File: config.mk
export PLATFORM = sky130hd
export DESIGN_NAME = deferred_free_list_allocator
export DESIGN_NICKNAME = d
export VERILOG_FILES = /design/src/design/dfla_pkg.sv /design/src/design/deferred_free_list_allocator.sv /design/src/design/dfla_ctrl.sv /design/src/design/dfla_dp.sv
export SDC_FILE = /design/constraint.sdc
export NUM_CORES = 2
export LEC_CHECK = 0
export BUFFER_PORTS_ARGS = -buffer_cell sky130_fd_sc_hd__buf_2
export CELL_PAD_IN_SITES_DETAIL_PLACEMENT = 1
export CELL_PAD_IN_SITES_GLOBAL_PLACEMENT = 1
export CORE_ASPECT_RATIO = 1.5
export CORE_MARGIN = 3
export CORE_UTILIZATION = 50
export DETAILED_ROUTE_END_ITERATION = 8
export HOLD_SLACK_MARGIN = 0.02
export PLACE_DENSITY_LB_ADDON = 0.1
export SYNTH_ARGS = -nofsm -noshare
export SYNTH_HDL_FRONTEND = slang
export SYNTH_SLANG_ARGS = --single-unit
File: constraint.sdc
create_clock -name clk -period 14 [get_ports clk]
set_input_delay 0 -clock clk [delete_from_list [all_inputs] [get_ports clk]]
set_output_delay 0 -clock clk [all_outputs]
set_load 0.05 [all_outputs]
File: src/design/dfla_pkg.sv
// Shared types and codes for the deferred free-list allocator.
// No dependencies; used by dfla_ctrl, dfla_dp and the top level.
package dfla_pkg;

	localparam int DEF_POOL_DEPTH = 256;
	localparam int POOL_SIZE_RESET = 256;

	typedef enum logic [1:0] {
		MODE_ALLOC = 2'd0,
		MODE_FREE  = 2'd1,
		MODE_FLUSH = 2'd2,
		MODE_MAF   = 2'd3
	} mode_t;

	localparam logic [1:0] STS_DONE      = 2'd0;
	localparam logic [1:0] STS_EXHAUSTED = 2'd1;
	localparam logic [1:0] STS_IGNORED   = 2'd2;

	// controller -> datapath
	typedef struct packed {
		logic accept;   // latch request, issue link-table read
		logic exec;     // apply operation, load result word
		logic link;     // second write of an append
		logic sweep;    // one step of the make-all-free walk
		logic cfg_wr;   // new pool size, restart walk
	} cmd_t;

	// datapath -> controller
	typedef struct packed {
		logic sweep_done;
		logic need_link;
		logic mode_maf;
	} sts_t;

endpackage

File: src/design/deferred_free_list_allocator.sv
// Top level of the deferred free-list allocator.
// Depends on dfla_pkg, dfla_ctrl and dfla_dp.
//
// Usage notes
// - Request channel (in_valid/in_stall): one word carries mode and
//   entry_index. Modes: allocate, deferred free, flush, make all free.
// - Result channel (out_valid/out_stall): exactly one word per request,
//   in request order: granted, granted_index, status, pool_empty.
// - Config channel (cfg_valid/cfg_ready, pool_size): write only when idle.
//   A write saturates pool_size to POOL_DEPTH and rebuilds all chains.
// - Timing: the link table has one write port and a registered read, so a
//   request has an accept step and an execute step. A free appended behind a
//   non-empty deferred chain needs a second table write. Make all free
//   returns its word from the execute step, then walks the table, one entry
//   per cycle, before the next request is taken.
// - Reset and every pool_size write run the same walk, with in_stall high
//   until it ends.
// - When out_stall is held, a finished request waits in its execute cycle
//   with no state changed until the output register frees up; the result
//   register then hands over the word with no bubble on the output side.
module deferred_free_list_allocator import dfla_pkg::*; #(
	parameter int POOL_DEPTH = DEF_POOL_DEPTH
) (
	input  logic       clk,
	input  logic       arst_n,
	// request channel
	input  logic       in_valid,
	output logic       in_stall,
	input  logic [1:0] mode,
	input  logic [7:0] entry_index,
	// result channel
	output logic       out_valid,
	input  logic       out_stall,
	output logic       granted,
	output logic [7:0] granted_index,
	output logic [1:0] status,
	output logic       pool_empty,
	// config write channel
	input  logic       cfg_valid,
	output logic       cfg_ready,
	input  logic [8:0] pool_size
);

	cmd_t cmd;
	sts_t sts;

	// sequencing: idle / execute / append link / table walk
	dfla_ctrl u_ctrl (
		.clk       (clk),
		.arst_n    (arst_n),
		.in_valid  (in_valid),
		.in_stall  (in_stall),
		.out_valid (out_valid),
		.out_stall (out_stall),
		.cfg_valid (cfg_valid),
		.cfg_ready (cfg_ready),
		.sts       (sts),
		.cmd       (cmd)
	);

	// link table, chain pointers and result register
	dfla_dp #(
		.POOL_DEPTH (POOL_DEPTH)
	) u_dp (
		.clk           (clk),
		.arst_n        (arst_n),
		.cmd           (cmd),
		.sts           (sts),
		.mode          (mode),
		.entry_index   (entry_index),
		.pool_size     (pool_size),
		.granted       (granted),
		.granted_index (granted_index),
		.status        (status),
		.pool_empty    (pool_empty)
	);

`ifndef SYNTH
	// a config write always starts a table walk, so requests are held off
	a_cfg_walk: assert property (@(posedge clk) disable iff (!arst_n)
		cfg_valid && cfg_ready |=> in_stall)
		else $error("request accepted right after config write");

	// at most one request in flight
	a_one_inflight: assert property (@(posedge clk) disable iff (!arst_n)
		in_valid && !in_stall |=> in_stall)
		else $error("request accepted back to back");

	// a grant only comes with a clean status
	a_grant_status: assert property (@(posedge clk) disable iff (!arst_n)
		out_valid && granted |-> status == STS_DONE)
		else $error("grant with error status");
`endif

endmodule

File: src/design/dfla_ctrl.sv
// Controller state machine for the deferred free-list allocator.
// Depends on dfla_pkg (cmd_t, sts_t).
module dfla_ctrl import dfla_pkg::*; (
	input  logic clk,
	input  logic arst_n,
	input  logic in_valid,
	output logic in_stall,
	output logic out_valid,
	input  logic out_stall,
	input  logic cfg_valid,
	output logic cfg_ready,
	input  sts_t sts,
	output cmd_t cmd
);

	typedef enum logic [1:0] {
		S_INIT,
		S_IDLE,
		S_EXEC,
		S_LINK
	} state_t;

	state_t state_q;
	logic   out_valid_q;
	logic   slot_free;

	assign slot_free = !out_valid_q || !out_stall;
	// a config word takes the idle slot, so requests hold off that cycle
	assign in_stall  = (state_q != S_IDLE) || cfg_valid;
	assign cfg_ready = (state_q == S_IDLE) || (state_q == S_INIT);
	assign out_valid = out_valid_q;

	always_comb begin
		cmd        = '0;
		cmd.cfg_wr = cfg_valid && cfg_ready;
		cmd.accept = (state_q == S_IDLE) && in_valid && !cmd.cfg_wr;
		cmd.exec   = (state_q == S_EXEC) && slot_free;
		cmd.link   = (state_q == S_LINK);
		cmd.sweep  = (state_q == S_INIT) && !sts.sweep_done && !cmd.cfg_wr;
	end

	always_ff @(posedge clk or negedge arst_n) begin
		if (!arst_n) begin
			state_q     <= S_INIT;
			out_valid_q <= 1'b0;
		end else begin
			if (cmd.exec)
				out_valid_q <= 1'b1;
			else if (!out_stall)
				out_valid_q <= 1'b0;

			if (cmd.cfg_wr) begin
				state_q <= S_INIT;
			end else begin
				case (state_q)
					S_INIT: begin
						if (sts.sweep_done)
							state_q <= S_IDLE;
					end
					S_IDLE: begin
						if (in_valid)
							state_q <= S_EXEC;
					end
					S_EXEC: begin
						if (slot_free) begin
							if (sts.mode_maf)
								state_q <= S_INIT;
							else if (sts.need_link)
								state_q <= S_LINK;
							else
								state_q <= S_IDLE;
						end
					end
					S_LINK: begin
						state_q <= S_IDLE;
					end
					default: begin
						state_q <= S_INIT;
					end
				endcase
			end
		end
	end

endmodule

File: src/design/dfla_dp.sv
// Datapath: link table memory, chain heads/tail, sweep counter, result word.
// Depends on dfla_pkg (cmd_t, sts_t, mode and status codes).
module dfla_dp import dfla_pkg::*; #(
	parameter int POOL_DEPTH = DEF_POOL_DEPTH
) (
	input  logic       clk,
	input  logic       arst_n,
	input  cmd_t       cmd,
	output sts_t       sts,
	input  logic [1:0] mode,
	input  logic [7:0] entry_index,
	input  logic [8:0] pool_size,
	output logic       granted,
	output logic [7:0] granted_index,
	output logic [1:0] status,
	output logic       pool_empty
);

	// link values reach cap+1, cap <= POOL_DEPTH
	localparam int LW = $clog2(POOL_DEPTH + 2);
	localparam int IW = (POOL_DEPTH > 1) ? $clog2(POOL_DEPTH) : 1;
	localparam logic [LW-1:0] RESET_CAP =
		(POOL_SIZE_RESET > POOL_DEPTH) ? LW'(POOL_DEPTH) : LW'(POOL_SIZE_RESET);

	logic [LW-1:0] link_mem [POOL_DEPTH];

	logic [LW-1:0] cap_q, act_q, dhead_q, dtail_q, cnt_q;
	logic [LW-1:0] rd_q;
	mode_t         req_mode_q;
	logic [7:0]    req_idx_q;
	logic          granted_q, empty_q;
	logic [7:0]    gidx_q;
	logic [1:0]    status_q;

	logic [LW-1:0] new_cap, used_mark, idx_lw;
	logic          alloc_ok, free_ok, flush_ok, append;
	logic [LW-1:0] act_n, dhead_n, dtail_n;
	logic          granted_n;
	logic [7:0]    gidx_n;
	logic [1:0]    status_n;
	logic          wr_en;
	logic [IW-1:0] wr_addr, rd_addr;
	logic [LW-1:0] wr_data;

	assign new_cap   = (32'(pool_size) > POOL_DEPTH) ? LW'(POOL_DEPTH) : LW'(pool_size);
	assign used_mark = LW'(cap_q + 1'b1);
	assign idx_lw    = LW'(req_idx_q);

	assign alloc_ok = act_q < cap_q;
	assign free_ok  = (32'(req_idx_q) < 32'(cap_q)) && (rd_q == used_mark);
	assign flush_ok = (dhead_q != cap_q) && (dtail_q < cap_q);
	assign append   = free_ok && !((dhead_q == cap_q) || (dtail_q >= cap_q));

	always_comb begin
		act_n     = act_q;
		dhead_n   = dhead_q;
		dtail_n   = dtail_q;
		granted_n = 1'b0;
		gidx_n    = '0;
		status_n  = STS_DONE;
		case (req_mode_q)
			MODE_ALLOC: begin
				if (alloc_ok) begin
					act_n     = rd_q;
					granted_n = 1'b1;
					gidx_n    = 8'(act_q);
				end else begin
					status_n = STS_EXHAUSTED;
				end
			end
			MODE_FREE: begin
				if (!free_ok) begin
					status_n = STS_IGNORED;
				end else if (!append) begin
					dhead_n = idx_lw;
					dtail_n = idx_lw;
				end
			end
			MODE_FLUSH: begin
				if (flush_ok) begin
					act_n   = dhead_q;
					dhead_n = cap_q;
					dtail_n = cap_q;
				end
			end
			default: begin
				act_n   = '0;
				dhead_n = cap_q;
				dtail_n = cap_q;
			end
		endcase
	end

	// single write port: sweep, execute or append link
	always_comb begin
		wr_en   = 1'b0;
		wr_addr = cnt_q[IW-1:0];
		wr_data = LW'(cnt_q + 1'b1);
		if (cmd.sweep) begin
			wr_en = 1'b1;
		end else if (cmd.link) begin
			wr_en   = 1'b1;
			wr_addr = dtail_q[IW-1:0];
			wr_data = idx_lw;
		end else if (cmd.exec) begin
			case (req_mode_q)
				MODE_ALLOC: begin
					wr_en   = alloc_ok;
					wr_addr = act_q[IW-1:0];
					wr_data = used_mark;
				end
				MODE_FREE: begin
					wr_en   = free_ok;
					wr_addr = IW'(req_idx_q);
					wr_data = cap_q;
				end
				MODE_FLUSH: begin
					wr_en   = flush_ok;
					wr_addr = dtail_q[IW-1:0];
					wr_data = act_q;
				end
				default: begin
					wr_en = 1'b0;
				end
			endcase
		end
	end

	assign rd_addr = (mode_t'(mode) == MODE_FREE) ? IW'(entry_index) : act_q[IW-1:0];

	always_ff @(posedge clk) begin
		if (wr_en)
			link_mem[wr_addr] <= wr_data;
		if (cmd.accept)
			rd_q <= link_mem[rd_addr];
	end

	always_ff @(posedge clk) begin
		if (cmd.accept) begin
			req_mode_q <= mode_t'(mode);
			req_idx_q  <= entry_index;
		end
		if (cmd.exec) begin
			granted_q <= granted_n;
			gidx_q    <= gidx_n;
			status_q  <= status_n;
			empty_q   <= (act_n == cap_q) && (dhead_n == cap_q);
		end
	end

	always_ff @(posedge clk or negedge arst_n) begin
		if (!arst_n) begin
			cap_q   <= RESET_CAP;
			act_q   <= '0;
			dhead_q <= RESET_CAP;
			dtail_q <= RESET_CAP;
			cnt_q   <= '0;
		end else if (cmd.cfg_wr) begin
			cap_q   <= new_cap;
			act_q   <= '0;
			dhead_q <= new_cap;
			dtail_q <= new_cap;
			cnt_q   <= '0;
		end else begin
			if (cmd.sweep)
				cnt_q <= LW'(cnt_q + 1'b1);
			if (cmd.exec) begin
				act_q   <= act_n;
				dhead_q <= dhead_n;
				dtail_q <= dtail_n;
				if (req_mode_q == MODE_MAF)
					cnt_q <= '0;
			end
			if (cmd.link)
				dtail_q <= idx_lw;
		end
	end

	assign sts.sweep_done = (cnt_q == cap_q);
	assign sts.need_link  = (req_mode_q == MODE_FREE) && append;
	assign sts.mode_maf   = (req_mode_q == MODE_MAF);

	assign granted       = granted_q;
	assign granted_index = gidx_q;
	assign status        = status_q;
	assign pool_empty    = empty_q;

endmodule

==> summary.txt <==
Cells and area
  – Final cell count without fillers: 7779
  – Fillers: around 16000
  – # nets final: 5186
  – Share of layout cells above drive strength 1: about a fifth
  – Syn-to-layout area delta: 10.8%

Synth
  – Post-synth top area share: about 73%
  – Cell with the most instances after synthesis: edfxtp_1
  – Synth Net Count: roughly 5100
  – Post-synth ARST share: 2.01%
  – Yosys top cell by area: edfxtp_1
  – Post-synthesis average cell area: roughly 19 um^2
  – Post-Synthesis Cells: 5063
  – Top cells by count, synth: edfxtp_1, mux4_2, nand2_1
  – Synth top area cells: edfxtp_1, mux4_2, a211oi_1, nand2_1, nor2_1
  – Cell variety after synth: 74
  – Yosys warnings: 0
  – Synthesis-stage register bit count: 2383
  – Seq/Total Area, Yosys: 74.4%
  – Post-synth top flop: edfxtp_1
  – Synthesized cell area: roughly 96000 um^2
  – Number of synthesized flops with an enable pin: 2335

Clock network
  – Post-CTS sizing: 0
  – CTS Root Cell: clkbuf_16
  – CTS sink count: 2383
  – Post-CTS Setup Bufs: 0
  – CTS clk-pin slew, worst paths: 0.06 ns
  – H-tree levels: 4
  – Deepest clock path buffer count: 4
  – TritonCTS clock tree: built
  – TritonCTS Buffers: 221
  – # hold bufs at CTS: 47
  – Worst-skew pair later-pin latency: 0.89 ns

Power and ir drop
  – P_leak: 33.8 nW
  – Worst VDD drop: 0.000377 V
  – Power density over the cells: 178 nW/um^2

Global routing
  – Largest net degree at the start of global routing: between 200 and 250
  – Total grt overflow: 0
  – Antenna violations before repair: 4
  – Number of global-route vias before repair: 52700
  – Global Route Usage Sum: between 20% and 30%
  – First-pass GRT wire length: a little under 400000 um

STA
  – Final setup fails: 0
  – Final worst path period need: roughly 6.3 ns
  – Max-slew violations: 0
  – Clock skew: 0.0910 ns
  – Worst slew pin tran: 1.36 ns
  – Fin. Hold Viols: 0
  – F_max: 160 MHz
  – Setup tns final: 0 ns
  – Unrepaired setup endpoints after global routing: false
  – Rel. slew slack: 8.96%
  – Crit share post-route: 44.8%

Drt
  – Routed Antenna Nets: 0
  – WL/cell: 34.4 um
  – Vias per cell: 6.37
  – Vias: 49600
  – First-pass DRT Iterations: 7
  – Starting DRT DRC Count: 4729
  – DRC Markers: 0
  – WL final: 267000 um

Setup path
  – Worst path bufs/invs: 1
  – Required time worst endpoint: 14.45 ns
  – CP peak stage delay: ~1.2 ns
  – Max stage delay cell, worst path: nor2_1
  – Startpoint Class: flop
  – Worst Setup Path Type: flop to flop
  – Crit end category: flop
  – Reg-to-Reg Start: u_ctrl.state_q[0]
  – CP Data Arrival Time: 6.71 ns
  – Crit path max-delay family: simple AND/OR/NAND/NOR gates
  – Critical path startpoint: u_ctrl.state_q[0]
  – CP dominant cell by count: nand2_1
  – CP Cell Sequence: inv_1, ha_1, nand2_1, nor3_1, a22oi_1, o21ai_0, nor2b_1, nand2_1, nor2_1
  – Max Fanout on Critical Path: 16

Die
  – Total core area: around 190000 um^2
  – # IOs: 39
  – Initial Util: between 50% and 60%
  – Chip width: ~360 um
  – Die ar.: 197000 um^2
  – Die Height: 542 um
  – Std cell rows: 196

Place
  – Routability cong.: slightly above 0.9
  – DPL Wire Length: roughly 160000 um
  – Post-placement cell count: 7337
  – PortBufs: 38

Hold path
  – Hold Path Class: input port to flop
  – HP Start: in_valid

Job
  – MaxCap Viol Count: 0

Run status
  – Run status: complete, no violations
==> worst register-to-register path, stage by stage, from the launching register on <==
cell,delay [ns]
dfrtp_1,0.43
inv_1,0.10
ha_1,0.38
nand2_1,0.53
nor3_1,0.79
a22oi_1,0.23
o21ai_0,0.59
nor2b_1,0.64
nand2_1,0.87
nor2_1,1.25
==> final cells by class <==
class                      count  area [um^2]  share of cell area [%]
sequential                  2383        71300                    67.1
multi-input combinational   2322        23300                    22.0
clock buffer                 269         5750                    5.41
timing repair buffer         181         1560                    1.46
antenna                        3         7.51                 0.00706
clock inverter               123         1100                    1.04
tap                         2475         3100                    2.91
inverter                      23         86.3                  0.0812
==> sequential cells by signal (all words and copies together), names as in the netlist <==
name / flops
u_ctrl.state_q: 2
u_ctrl.out_valid: 1
u_dp.act_q: 9
u_dp.rd_q: 9
u_dp.link_mem: 2304
u_dp.cnt_q: 9
u_dp.pool_empty: 1
u_dp.dhead_q: 9
u_dp.granted: 1
u_dp.dtail_q: 9
u_dp.req_mode_q: 2
u_dp.req_idx_q: 8
u_dp.granted_index: 8
u_dp.cap_q: 9
u_dp.status: 2
==> path summary, 6_finish.rpt <==
check,end,slack (ns),cells past startpoint
min reg2reg,u_dp.dtail_q[8],0.52,2
max reg2reg,u_dp.link_mem[81][2],7.73,9
min,u_ctrl.state_q[1],0.14,5
max in group asynchronous,u_dp.act_q[0],13.06,4
max,u_dp.link_mem[81][2],7.73,9
min in group asynchronous,u_ctrl.state_q[1],0.34,4
==> metal layers <==
layer	GRT usage (%)	part of all wire (%)
met1	34.3	38
met4	10.9	4.4
met3	3.52	4.8
met5	0	0.0049
met2	48.0	53
==> cell usage in the layout (no fill, tap or decap), types with 10 or more instances in the layout <==
cell           instances
dfrtp_1               45
nor3_1                13
o21ai_0               58
xor2_1                25
a21oi_1              103
nor2b_1               12
clkinv_1              47
nand2_1              387
mux2_2                18
mux2i_1               22
dlygate4sd3_1         47
xnor2_1               21
clkinvlp_4            13
clkinv_2              38
clkbuf_16            223
edfxtp_1            2335
inv_1                 23
nand3_2               16
ha_1                  30
buf_4                 82
buf_12                14
nand4_1               12
o22ai_1               15
a311oi_1              75
a21o_1                22
clkbuf_1              46
a221o_1               10
nand3_1               25
nor2_1               324
and2_1               161
a31oi_1               76
a211oi_1             194
mux4_2               576
bufinv_16             19
buf_2                 38
==> stage by stage <==
step	worst slack (ns)	power [mW]	utilization (%)	hold slack [ns]	cell area [um^2]
global route	7.52	19.5	55.8	0.112	106000
finish	7.73	18.9	55.8	0.141	106000
CTS	7.73	19.0	55.8	0.0736	106000
detailed placement	7.71	13.2	52.0	0.204	98900
global placement	7.28	13.1	52.0	0.200	98900
floorplan	0.0878	11.7	-	-0.296	95900
==> where the power goes <==
part	switching, mW	total, mW	leakage [nW]	internal [mW]
clock network	2.60	5.86	3.33	3.26
registers	0.137	9.08	21.9	8.94
logic	2.94	3.97	8.55	1.02
==> cells by family (layout without fill, tap and decap cells) <==
group	after synthesis	after routing	synth area share, %
xor+xnor	46	46	0.420
compound gates	634	634	4.62
mux	623	623	14.0
other cells	0	3	0
simple gates	989	989	4.57
fa+ha+maj	30	30	0.391
buf+inv	358	596	1.57
flops	2383	2383	74.4
No activity file was read; power rests on OpenSTA's default activity.
